<file path="config.mk">
export PLATFORM = sky130hd
export DESIGN_NAME = key_ordered_task_queue_flat
export DESIGN_NICKNAME = d
export VERILOG_FILES = /design/src/rtl/kotq_pkg.sv /design/src/rtl/kotq_req_if.sv /design/src/rtl/kotq_rsp_if.sv /design/src/rtl/kotq_cell.sv /design/src/rtl/key_ordered_task_queue.sv /design/src/flat_wrapper.sv
export SDC_FILE = /design/constraint.sdc
export NUM_CORES = 1
export LEC_CHECK = 0
export ABC_AREA = 1
export CAP_MARGIN = 0
export CORE_ASPECT_RATIO = 0.9
export CORE_MARGIN = 4
export CORE_UTILIZATION = 30
export DETAILED_ROUTE_END_ITERATION = 12
export DONT_BUFFER_PORTS = 1
export RECOVER_POWER = 50
export SLEW_MARGIN = 30
export SYNTH_ARGS = -nofsm -noshare
export SYNTH_HDL_FRONTEND = slang
export SYNTH_SLANG_ARGS = --single-unit
</file>
<file path="constraint.sdc">
create_clock -name clk -period 4.66 [get_ports clk]
set_input_delay 0.932 -clock clk [delete_from_list [all_inputs] [get_ports clk]]
set_output_delay 0.932 -clock clk [all_outputs]
set_load 0.02 [all_outputs]
</file>
<file path="src/rtl/kotq_pkg.sv">
package kotq_pkg;

  localparam int QUEUE_DEPTH = 16;
  localparam int KEY_W       = 16;
  localparam int TAG_W       = 8;
  localparam int COUNT_W     = 5;
  localparam int CNT_W       = $clog2(QUEUE_DEPTH + 1);

  typedef enum logic {
    MODE_INSERT = 1'b0,
    MODE_REMOVE = 1'b1
  } mode_t;

  // one slot of the sorted chain
  typedef struct packed {
    logic             valid;
    logic [KEY_W-1:0] key;
    logic [TAG_W-1:0] tag;
  } entry_t;

  // operation broadcast to every cell
  typedef struct packed {
    logic             ins;
    logic             rem;
    logic [KEY_W-1:0] key;
    logic [TAG_W-1:0] tag;
  } ctrl_t;

endpackage

</file>
<file path="src/rtl/kotq_req_if.sv">
interface kotq_req_if;
  logic                       valid;
  logic                       ready;
  logic                       mode;
  logic [kotq_pkg::KEY_W-1:0] sort_key;
  logic [kotq_pkg::TAG_W-1:0] task_tag;

  modport source (output valid, mode, sort_key, task_tag, input ready);
  modport sink (input valid, mode, sort_key, task_tag, output ready);
endinterface

</file>
<file path="src/rtl/kotq_rsp_if.sv">
interface kotq_rsp_if;
  logic                         valid;
  logic                         ready;
  logic                         done_res;
  logic                         head_valid;
  logic [kotq_pkg::KEY_W-1:0]   head_key;
  logic [kotq_pkg::TAG_W-1:0]   head_tag;
  logic [kotq_pkg::COUNT_W-1:0] entry_count;

  modport source (output valid, done_res, head_valid, head_key, head_tag, entry_count,
                  input ready);
  modport sink (input valid, done_res, head_valid, head_key, head_tag, entry_count,
                output ready);
endinterface

</file>
<file path="src/rtl/kotq_cell.sv">
module kotq_cell (
  input  logic             clk,
  input  logic             rst,
  input  kotq_pkg::ctrl_t  ctrl,
  input  kotq_pkg::entry_t left,
  input  kotq_pkg::entry_t right,
  input  logic             left_keep,
  input  logic             hit_in,
  output kotq_pkg::entry_t state,
  output logic             keep,
  output logic             hit_out
);

  kotq_pkg::entry_t slot;
  kotq_pkg::entry_t slot_next;
  logic             match;

  // entry stays put on insert when its key is not larger
  assign keep    = slot.valid && (slot.key <= ctrl.key);
  assign match   = slot.valid && (slot.tag == ctrl.tag);
  assign hit_out = hit_in | match;
  assign state   = slot;

  always_comb begin
    slot_next = slot;
    if (ctrl.ins && !keep) begin
      if (left_keep) begin
        slot_next.valid = 1'b1;
        slot_next.key   = ctrl.key;
        slot_next.tag   = ctrl.tag;
      end else begin
        slot_next = left;
      end
    end else if (ctrl.rem && hit_out) begin
      slot_next = right;
    end
  end

  // only the valid bit is reset, key and tag follow along
  always_ff @(posedge clk) begin
    if (rst) begin
      slot.valid <= 1'b0;
    end else begin
      slot.valid <= slot_next.valid;
    end
    slot.key <= slot_next.key;
    slot.tag <= slot_next.tag;
  end

endmodule

</file>
<file path="src/rtl/key_ordered_task_queue.sv">
// key ordered task queue: sorted list of up to QUEUE_DEPTH task entries
//
// req channel carries one operation per transaction: mode insert places
// sort_key/task_tag behind every held entry with an equal or smaller key,
// mode remove deletes the first entry in key order whose tag matches
// rsp channel returns one transaction per request: done_res, the head entry
// (zero when empty) and the entry count after the operation
//
// storage is a chain of cells, slot 0 the head; every cell compares its own
// key and tag with the broadcast operation and either holds, loads the new
// entry, or copies its left or right neighbor, so the whole list shifts
// together on the same clock edge
// the result is valid in the cycle after the request is accepted
// throughput: one operation per cycle while rsp is taken every cycle
// a full queue rejects an insert with done_res low; a missing tag leaves
// the queue untouched
// reset empties the queue at once (valid bits only, no clearing pass)
// when rsp stalls, the result register holds and req.ready drops until the
// pending transaction is taken
module key_ordered_task_queue (
  input logic        clk,
  input logic        rst,
  kotq_req_if.sink   req,
  kotq_rsp_if.source rsp
);

  kotq_pkg::entry_t cell_state [kotq_pkg::QUEUE_DEPTH];
  logic             cell_keep  [kotq_pkg::QUEUE_DEPTH];
  logic             cell_hit   [kotq_pkg::QUEUE_DEPTH];
  kotq_pkg::ctrl_t  ctrl;

  logic                       accept;
  logic                       full;
  logic                       ins_ok;
  logic                       rem_ok;
  logic                       out_valid;
  logic                       done_q;
  logic [kotq_pkg::CNT_W-1:0] held_count;
  logic [kotq_pkg::CNT_W-1:0] held_count_next;

  // result register frees the input side as soon as it is taken
  assign req.ready = !out_valid || rsp.ready;
  assign accept    = req.valid && req.ready;

  // valid slots are contiguous from the head, so the tail slot tells full
  assign full   = cell_state[kotq_pkg::QUEUE_DEPTH-1].valid;
  assign ins_ok = accept && (req.mode == kotq_pkg::MODE_INSERT) && !full;
  assign rem_ok = accept && (req.mode == kotq_pkg::MODE_REMOVE)
                  && cell_hit[kotq_pkg::QUEUE_DEPTH-1];

  // broadcast operation; a rejected insert reaches no cell
  assign ctrl.ins = ins_ok;
  assign ctrl.rem = accept && (req.mode == kotq_pkg::MODE_REMOVE);
  assign ctrl.key = req.sort_key;
  assign ctrl.tag = req.task_tag;

  for (genvar i = 0; i < kotq_pkg::QUEUE_DEPTH; i++) begin : g_cell
    kotq_pkg::entry_t left;
    kotq_pkg::entry_t right;
    logic             left_keep;
    logic             hit_in;

    if (i == 0) begin : g_head
      // head cell always loads the new entry once its own entry moves on
      assign left      = '0;
      assign left_keep = 1'b1;
      assign hit_in    = 1'b0;
    end else begin : g_body
      assign left      = cell_state[i-1];
      assign left_keep = cell_keep[i-1];
      assign hit_in    = cell_hit[i-1];
    end

    if (i == kotq_pkg::QUEUE_DEPTH - 1) begin : g_tail
      // tail drops to empty when the list closes a gap
      assign right = '0;
    end else begin : g_inner
      assign right = cell_state[i+1];
    end

    kotq_cell u_cell (
      .clk       (clk),
      .rst       (rst),
      .ctrl      (ctrl),
      .left      (left),
      .right     (right),
      .left_keep (left_keep),
      .hit_in    (hit_in),
      .state     (cell_state[i]),
      .keep      (cell_keep[i]),
      .hit_out   (cell_hit[i])
    );
  end

  always_comb begin
    held_count_next = held_count;
    if (ins_ok) begin
      held_count_next = held_count + 1'b1;
    end else if (rem_ok) begin
      held_count_next = held_count - 1'b1;
    end
  end

  always_ff @(posedge clk) begin
    if (rst) begin
      held_count <= '0;
      out_valid  <= 1'b0;
    end else begin
      held_count <= held_count_next;
      if (accept) begin
        out_valid <= 1'b1;
      end else if (rsp.ready) begin
        out_valid <= 1'b0;
      end
    end
  end

  always_ff @(posedge clk) begin
    if (accept) begin
      done_q <= ins_ok || rem_ok;
    end
  end

  // head and count come straight from state, which only moves on accept
  assign rsp.valid       = out_valid;
  assign rsp.done_res    = done_q;
  assign rsp.head_valid  = cell_state[0].valid;
  assign rsp.head_key    = cell_state[0].valid ? cell_state[0].key : '0;
  assign rsp.head_tag    = cell_state[0].valid ? cell_state[0].tag : '0;
  assign rsp.entry_count = kotq_pkg::COUNT_W'(held_count);

endmodule

</file>
<file path="src/flat_wrapper.sv">
// flat-port wrapper written by rule: the top's interface ports become plain ports
module key_ordered_task_queue_flat 
  (clk, rst, req_valid, req_mode, req_sort_key, req_task_tag, req_ready, rsp_valid, rsp_done_res, rsp_head_valid, rsp_head_key, rsp_head_tag, rsp_entry_count, rsp_ready);
  kotq_req_if req_i ();
  kotq_rsp_if rsp_i ();
  input logic clk;
  input logic rst;
  input wire logic [$bits(req_i.valid)-1:0] req_valid;
  input wire logic [$bits(req_i.mode)-1:0] req_mode;
  input wire logic [$bits(req_i.sort_key)-1:0] req_sort_key;
  input wire logic [$bits(req_i.task_tag)-1:0] req_task_tag;
  output wire logic [$bits(req_i.ready)-1:0] req_ready;
  output wire logic [$bits(rsp_i.valid)-1:0] rsp_valid;
  output wire logic [$bits(rsp_i.done_res)-1:0] rsp_done_res;
  output wire logic [$bits(rsp_i.head_valid)-1:0] rsp_head_valid;
  output wire logic [$bits(rsp_i.head_key)-1:0] rsp_head_key;
  output wire logic [$bits(rsp_i.head_tag)-1:0] rsp_head_tag;
  output wire logic [$bits(rsp_i.entry_count)-1:0] rsp_entry_count;
  input wire logic [$bits(rsp_i.ready)-1:0] rsp_ready;
  assign req_i.valid = req_valid;
  assign req_i.mode = req_mode;
  assign req_i.sort_key = req_sort_key;
  assign req_i.task_tag = req_task_tag;
  assign req_ready = req_i.ready;
  assign rsp_valid = rsp_i.valid;
  assign rsp_done_res = rsp_i.done_res;
  assign rsp_head_valid = rsp_i.head_valid;
  assign rsp_head_key = rsp_i.head_key;
  assign rsp_head_tag = rsp_i.head_tag;
  assign rsp_entry_count = rsp_i.entry_count;
  assign rsp_i.ready = rsp_ready;
  key_ordered_task_queue u_core (.clk(clk), .rst(rst), .req(req_i), .rsp(rsp_i));
endmodule
</file>
Word level (Yosys, flattened, before mapping):

Cells that the tools add are included.

* bits in registers: 407
* output and inout bits: 33
* logic and storage cells: 260

* add/subtract/negate cells: 2
* $lt $le $gt $ge: 16
* equality and inequality tests: 16
* multiplexer cells: 53
* bitwise operators: 16
* reductions and logical operators: 106

Operators with widths (count)
* $mux 25: 47
* $le 16x16->1: 16
* $eq 8x8->1: 16
* $logic_and 1x1->1: 68
* $reduce_bool 2->1: 18
* $logic_not 1->1: 18
* $mux 16: 1
* $or 1x1->1: 15
* $mux 5: 2
* $mux 8: 1
* $add 5x1->5 const B: 1
* $sub 5x1->5 const B: 1
* $logic_or 1x1->1: 2
* $mux 1: 2
* $not 1->1: 1

Depth between registers and ports, before layout:

* depth in word-level cells: 20
* gate-level depth with buffers: 21
* gate-level depth less buffers: 19

Modules after synthesis:

A second synthesis with hierarchy kept.

* cell total of the unflattened synthesis: 4045
* area, all modules: 32927.8 um^2

By module, submodules not included
* kotq_cell (u_core.g_cell[0].u_cell ...): instances 10, cells an instance 246, area an instance 1978.1 um^2, seq. area each 740.7 um^2
* kotq_cell (u_core.g_cell[12].u_cell ...): instances 6, cells an instance 246, area an instance 2082.0 um^2, seq. area each 740.7 um^2
* key_ordered_task_queue: instances 1, cells an instance 109, area an instance 654.4 um^2, seq. area each 150.1 um^2

Least setup slack after synthesis:

No wires, ideal clock.

* path type: input -> register
* start: input req_sort_key[3]
* end: register u_core.g_cell[1].u_cell.slot, in the netlist u_core.g_cell[1].u_cell.state[0], enable pin
* data arrival time: 4354 ps
* path slack: -132 ps
* stages on the path: 12
* cell sequence: inv_1 > ha_1 > nand2_1 > o21a_1 > o221ai_1 > nand2_1 > a32o_1 > nand2_1 > inv_1 > clkbuf_1 > clkbuf_1 > o21ai_0

* word-level cells in the longest chain between the ends: 5

Ends and longest elaborated chain
* start, declared: line flat_wrapper.sv:10 `input wire logic [$bits(req_i.sort_key)-1:0] req_sort_key;`
* $le 16x16->1: line kotq_cell.sv:19 `assign keep = slot.valid && (slot.key <= ctrl.key);`
* $logic_and 1x1->1: line kotq_cell.sv:19
* $logic_not 1->1: line kotq_cell.sv:26 `if (ctrl.ins && !keep) begin`
* $logic_and 1x1->1: line kotq_cell.sv:26
* $reduce_bool 2->1 (no line)
* end, declared: line kotq_cell.sv:14 `kotq_pkg::entry_t slot;`

Every way passes these cells.
A chain may end at the register's enable or synchronous reset.

Worst setup path after layout:

* start: input req_sort_key[3]
* end: register u_core.g_cell[1].u_cell.slot, in the netlist u_core.g_cell[1].u_cell.state[12], enable pin

Same word-level chain as after synthesis.

==> run_results.csv <==
group,metric,value,unit
run_status,outcome,"finished, final reports clean",
cells_and_area,finalCoreUtilization,33.60,%
job,maxCapViolCount,0,
critical_path,r2r_cells,12,
synthesis,ys_top_cells_by_count,"nand2_1 (557), a21oi_1 (397), edfxtp_1 (385)",
detailed_routing,drc,0,
cells_and_area,n_fill_cell,9499,
synthesis,synth-async-reset-ratio,0,%
global_routing,antenna_found_initial,0,
hold_path,hold_path_class,"in2reg",
synthesis,ys_seq_elements,407,
power,p_comb_share,15.5,%
placed_design,place_congestion,0.8723,
global_routing,grt_pass1_wl,137.7,mm
sta,fin_crit_sh,87.72,%
clocking,cts_root_buf,"clkbuf_16",
floorplanning,die_w,327.7,um
global_routing,grt_start_max_net_pins,64,
power,p_total,9966,uW
critical_path,startpoint,"req_sort_key[3]",
clocking,cts-htree-levels,2,
sta,final_hold_viol_count,0,
detailed_routing,ant_nets,0,
hold_path,hold_depth,1,
hold_path,hp-start,"rst",
clocking,cts_tree,"done",
synthesis,ys.flop_type,"edfxtp_1",
synthesis,synth_area,0.02759,sq mm
placed_design,numPortBuffers,0,
floorplanning,die_h,295.7,um
floorplanning,die_area,0.09688,sq mm
cells_and_area,multiInputGateArea,0.01375,sq mm
global_routing,grt_util_all_layers,17.91,%
synthesis,yosysMostFrequentCell,"nand2_1",
critical_path,crit_arrival,4380,ps
power,p_leak,0.01232,uW
power,swShare,28.28,%
cells_and_area,num-nets-final,3468,
cells_and_area,seqCellArea,0.01200,sq mm
clocking,cts.sinks,407,
detailed_routing,wl_per_cell,20.07,um
power,switchingPower,2819,uW
sta,rsz0062_at_grt,"false",
critical_path,path_class,"in2reg",
clocking,post_cts_resized,0,
power,sequentialPowerShare,44.8,%
synthesis,syn_nets,3537,
power,clkPwrFrac,39.7,%
cells_and_area,final_area,0.03063,sq mm
synthesis,syn_area_per_cell,8.452,sq um
clocking,cts_buffer_depth,3,
power,vdd.ir_drop.worst,0.3534,mV
detailed_routing,wl,89.61,mm
synthesis,synth_area_leader_cell,"edfxtp_1",
placed_design,preCtsSetupSlack,592.1,ps
detailed_routing,num_vias,24340,
global_routing,grt_pass1_vias,23300,
synthesis,netlist_top_cells_area,"edfxtp_1 (42%), ha_1 (11%), nand2_1 (7.6%)",
floorplanning,top_level_ports,62,
synthesis,synth_cell_type_count,58,
clocking,postCtsHoldBufs,0,
placed_design,place_area,0.02910,sq mm
sta,tightest_slew,1440,ps
floorplanning,rows,105,
cells_and_area,area_growth,11.04,%
detailed_routing,drt_first_pass_iters,7,
global_routing,overflow,0,
critical_path,required,4950,ps
synthesis,synth-edff-count,385,
floorplanning,core_area,0.09117,sq mm
clocking,clkTransAtPathRegs,60,ps
synthesis,yosysWarnings,0,
clocking,cts_buffers,48,
placed_design,dp_hpwl,64.72,mm
sta,drv_slew,0,
clocking,clock_latency,600,ps
sta,layout_setup_ws,572.1,ps
floorplanning,start_util,30.26,%
sta,fin_skew,19.17,ps
cells_and_area,drive_gt1_share,6.248,%
clocking,post_cts_buffers,0,
sta,setup_violations,0,
sta,fin_tns_setup,0,ps
synthesis,yosysSeqAreaShare,43.50,%
synthesis,synth_cells,3264,
detailed_routing,avgViaCountPerCell,5.453,
critical_path,r2r_start,"u_core.g_cell[2].u_cell.state[21]$_DFFE_PP_",
critical_path,worstPathMaxFanout,17,
detailed_routing,drtIter0Drc,2377,
power,power.density,325.3,mW/mm^2
sta,maxSlewHeadroom,3.989,%
sta,timing.fmax,0.2446,GHz
power,p_int,7148,uW
critical_path,cp-end-kind,"flip-flop",
synthesis,synth_top_area_share,41.91,%
sta,layout_min_cycle_time,4088,ps
critical_path,crit_path_start_kind,"input pin",
[metrics by stage]
| step | hold slack [ps] | std cells |
|---|---|---|
| after floorplan | 456.7 | 3264 |
| after global placement | 470.9 | 4375 |
| after detailed placement | 472.5 | 4375 |
| after CTS | 380.1 | 4463 |
| after global routing | 382.2 | 4463 |
| final | 403.1 | 4464 |
[path summary, 6_finish.rpt]
path                                                                        to  slack (ps)
worst max-delay path               u_core.g_cell[1].u_cell.state[12]$_DFFE_PP_         570
worst max register to register     u_core.g_cell[2].u_cell.state[13]$_DFFE_PP_         610
worst min register to register  u_core.g_cell[2].u_cell.state[24]$_SDFFE_PP0P_         480
worst min-delay path            u_core.g_cell[4].u_cell.state[24]$_SDFFE_PP0P_         400
[power groups by stage]
stage,Combinational (uW),Clock (uW),Sequential [uW]
2_1_floorplan,1130,0,4460
3_3_place_gp,1490,0,4540
3_5_place_dp,1530,0,4540
4_1_cts,1530,4000,4460
5_1_grt,1740,4140,4490
6_report,1540,3960,4470
[cells in the final DEF, fill, tap and decap left out, drive strengths merged, types with 81 or more instances in the layout]
| cell type | instances |
|---|---|
| nand2 | 560 |
| edfxtp | 385 |
| a31oi | 91 |
| inv | 269 |
| nand3 | 97 |
| o22ai | 81 |
| o21ai | 341 |
| a21oi | 397 |
| ha | 243 |
| nor2 | 286 |
[cells by family (layout without fill, tap and decap cells)]
group           after synthesis  count (layout)  synth area share [%]
simple gates               1043            1043                 15.70
compound gates             1026            1026                 20.65
buf+inv                     479             448                 6.817
flops                       407             407                 43.50
fa+ha+maj                   244             244                 11.09
xor+xnor                     49              49                 1.583
mux                          16              16                0.6531
other cells                   0               1                     0
[layer usage]
metal,vias up,GRT usage [%],part of all wire [%]
li1,11540,-,-
met1,11800,24.92,45
met2,883,29.12,45
met3,127,3.108,7.3
met4,0,4.309,2.1
met5,-,0,0
[sequential cells by signal, summed over array words and instances (netlist names)]
| register | flops |
|---|---|
| u_core.g_cell.u_cell.state | 400 |
| u_core.rsp.done_res | 1 |
| u_core.rsp.entry_count | 5 |
| u_core.rsp.valid | 1 |
[cell type report]
cell class,count,area share (%)
Antenna cell,1,0.008169
Clock buffer,66,4.374
Clock inverter,22,0.8659
Inverter,273,3.357
Multi-Input combinational cell,2378,44.88
Sequential cell,407,39.18
Tap cell,1230,5.024
Timing Repair Buffer,87,2.312
[critical path, stage by stage]
cell      delay, ps
inv_1            70
clkbuf_1        770
ha_1            280
nand2_1          80
o21a_1          190
o221ai_1        310
nand2_1          90
a32o_1          270
nand2_1          90
inv_1           140
o21ai_1         860
buf_12          270
No activity file was read; power rests on OpenSTA's default activity.
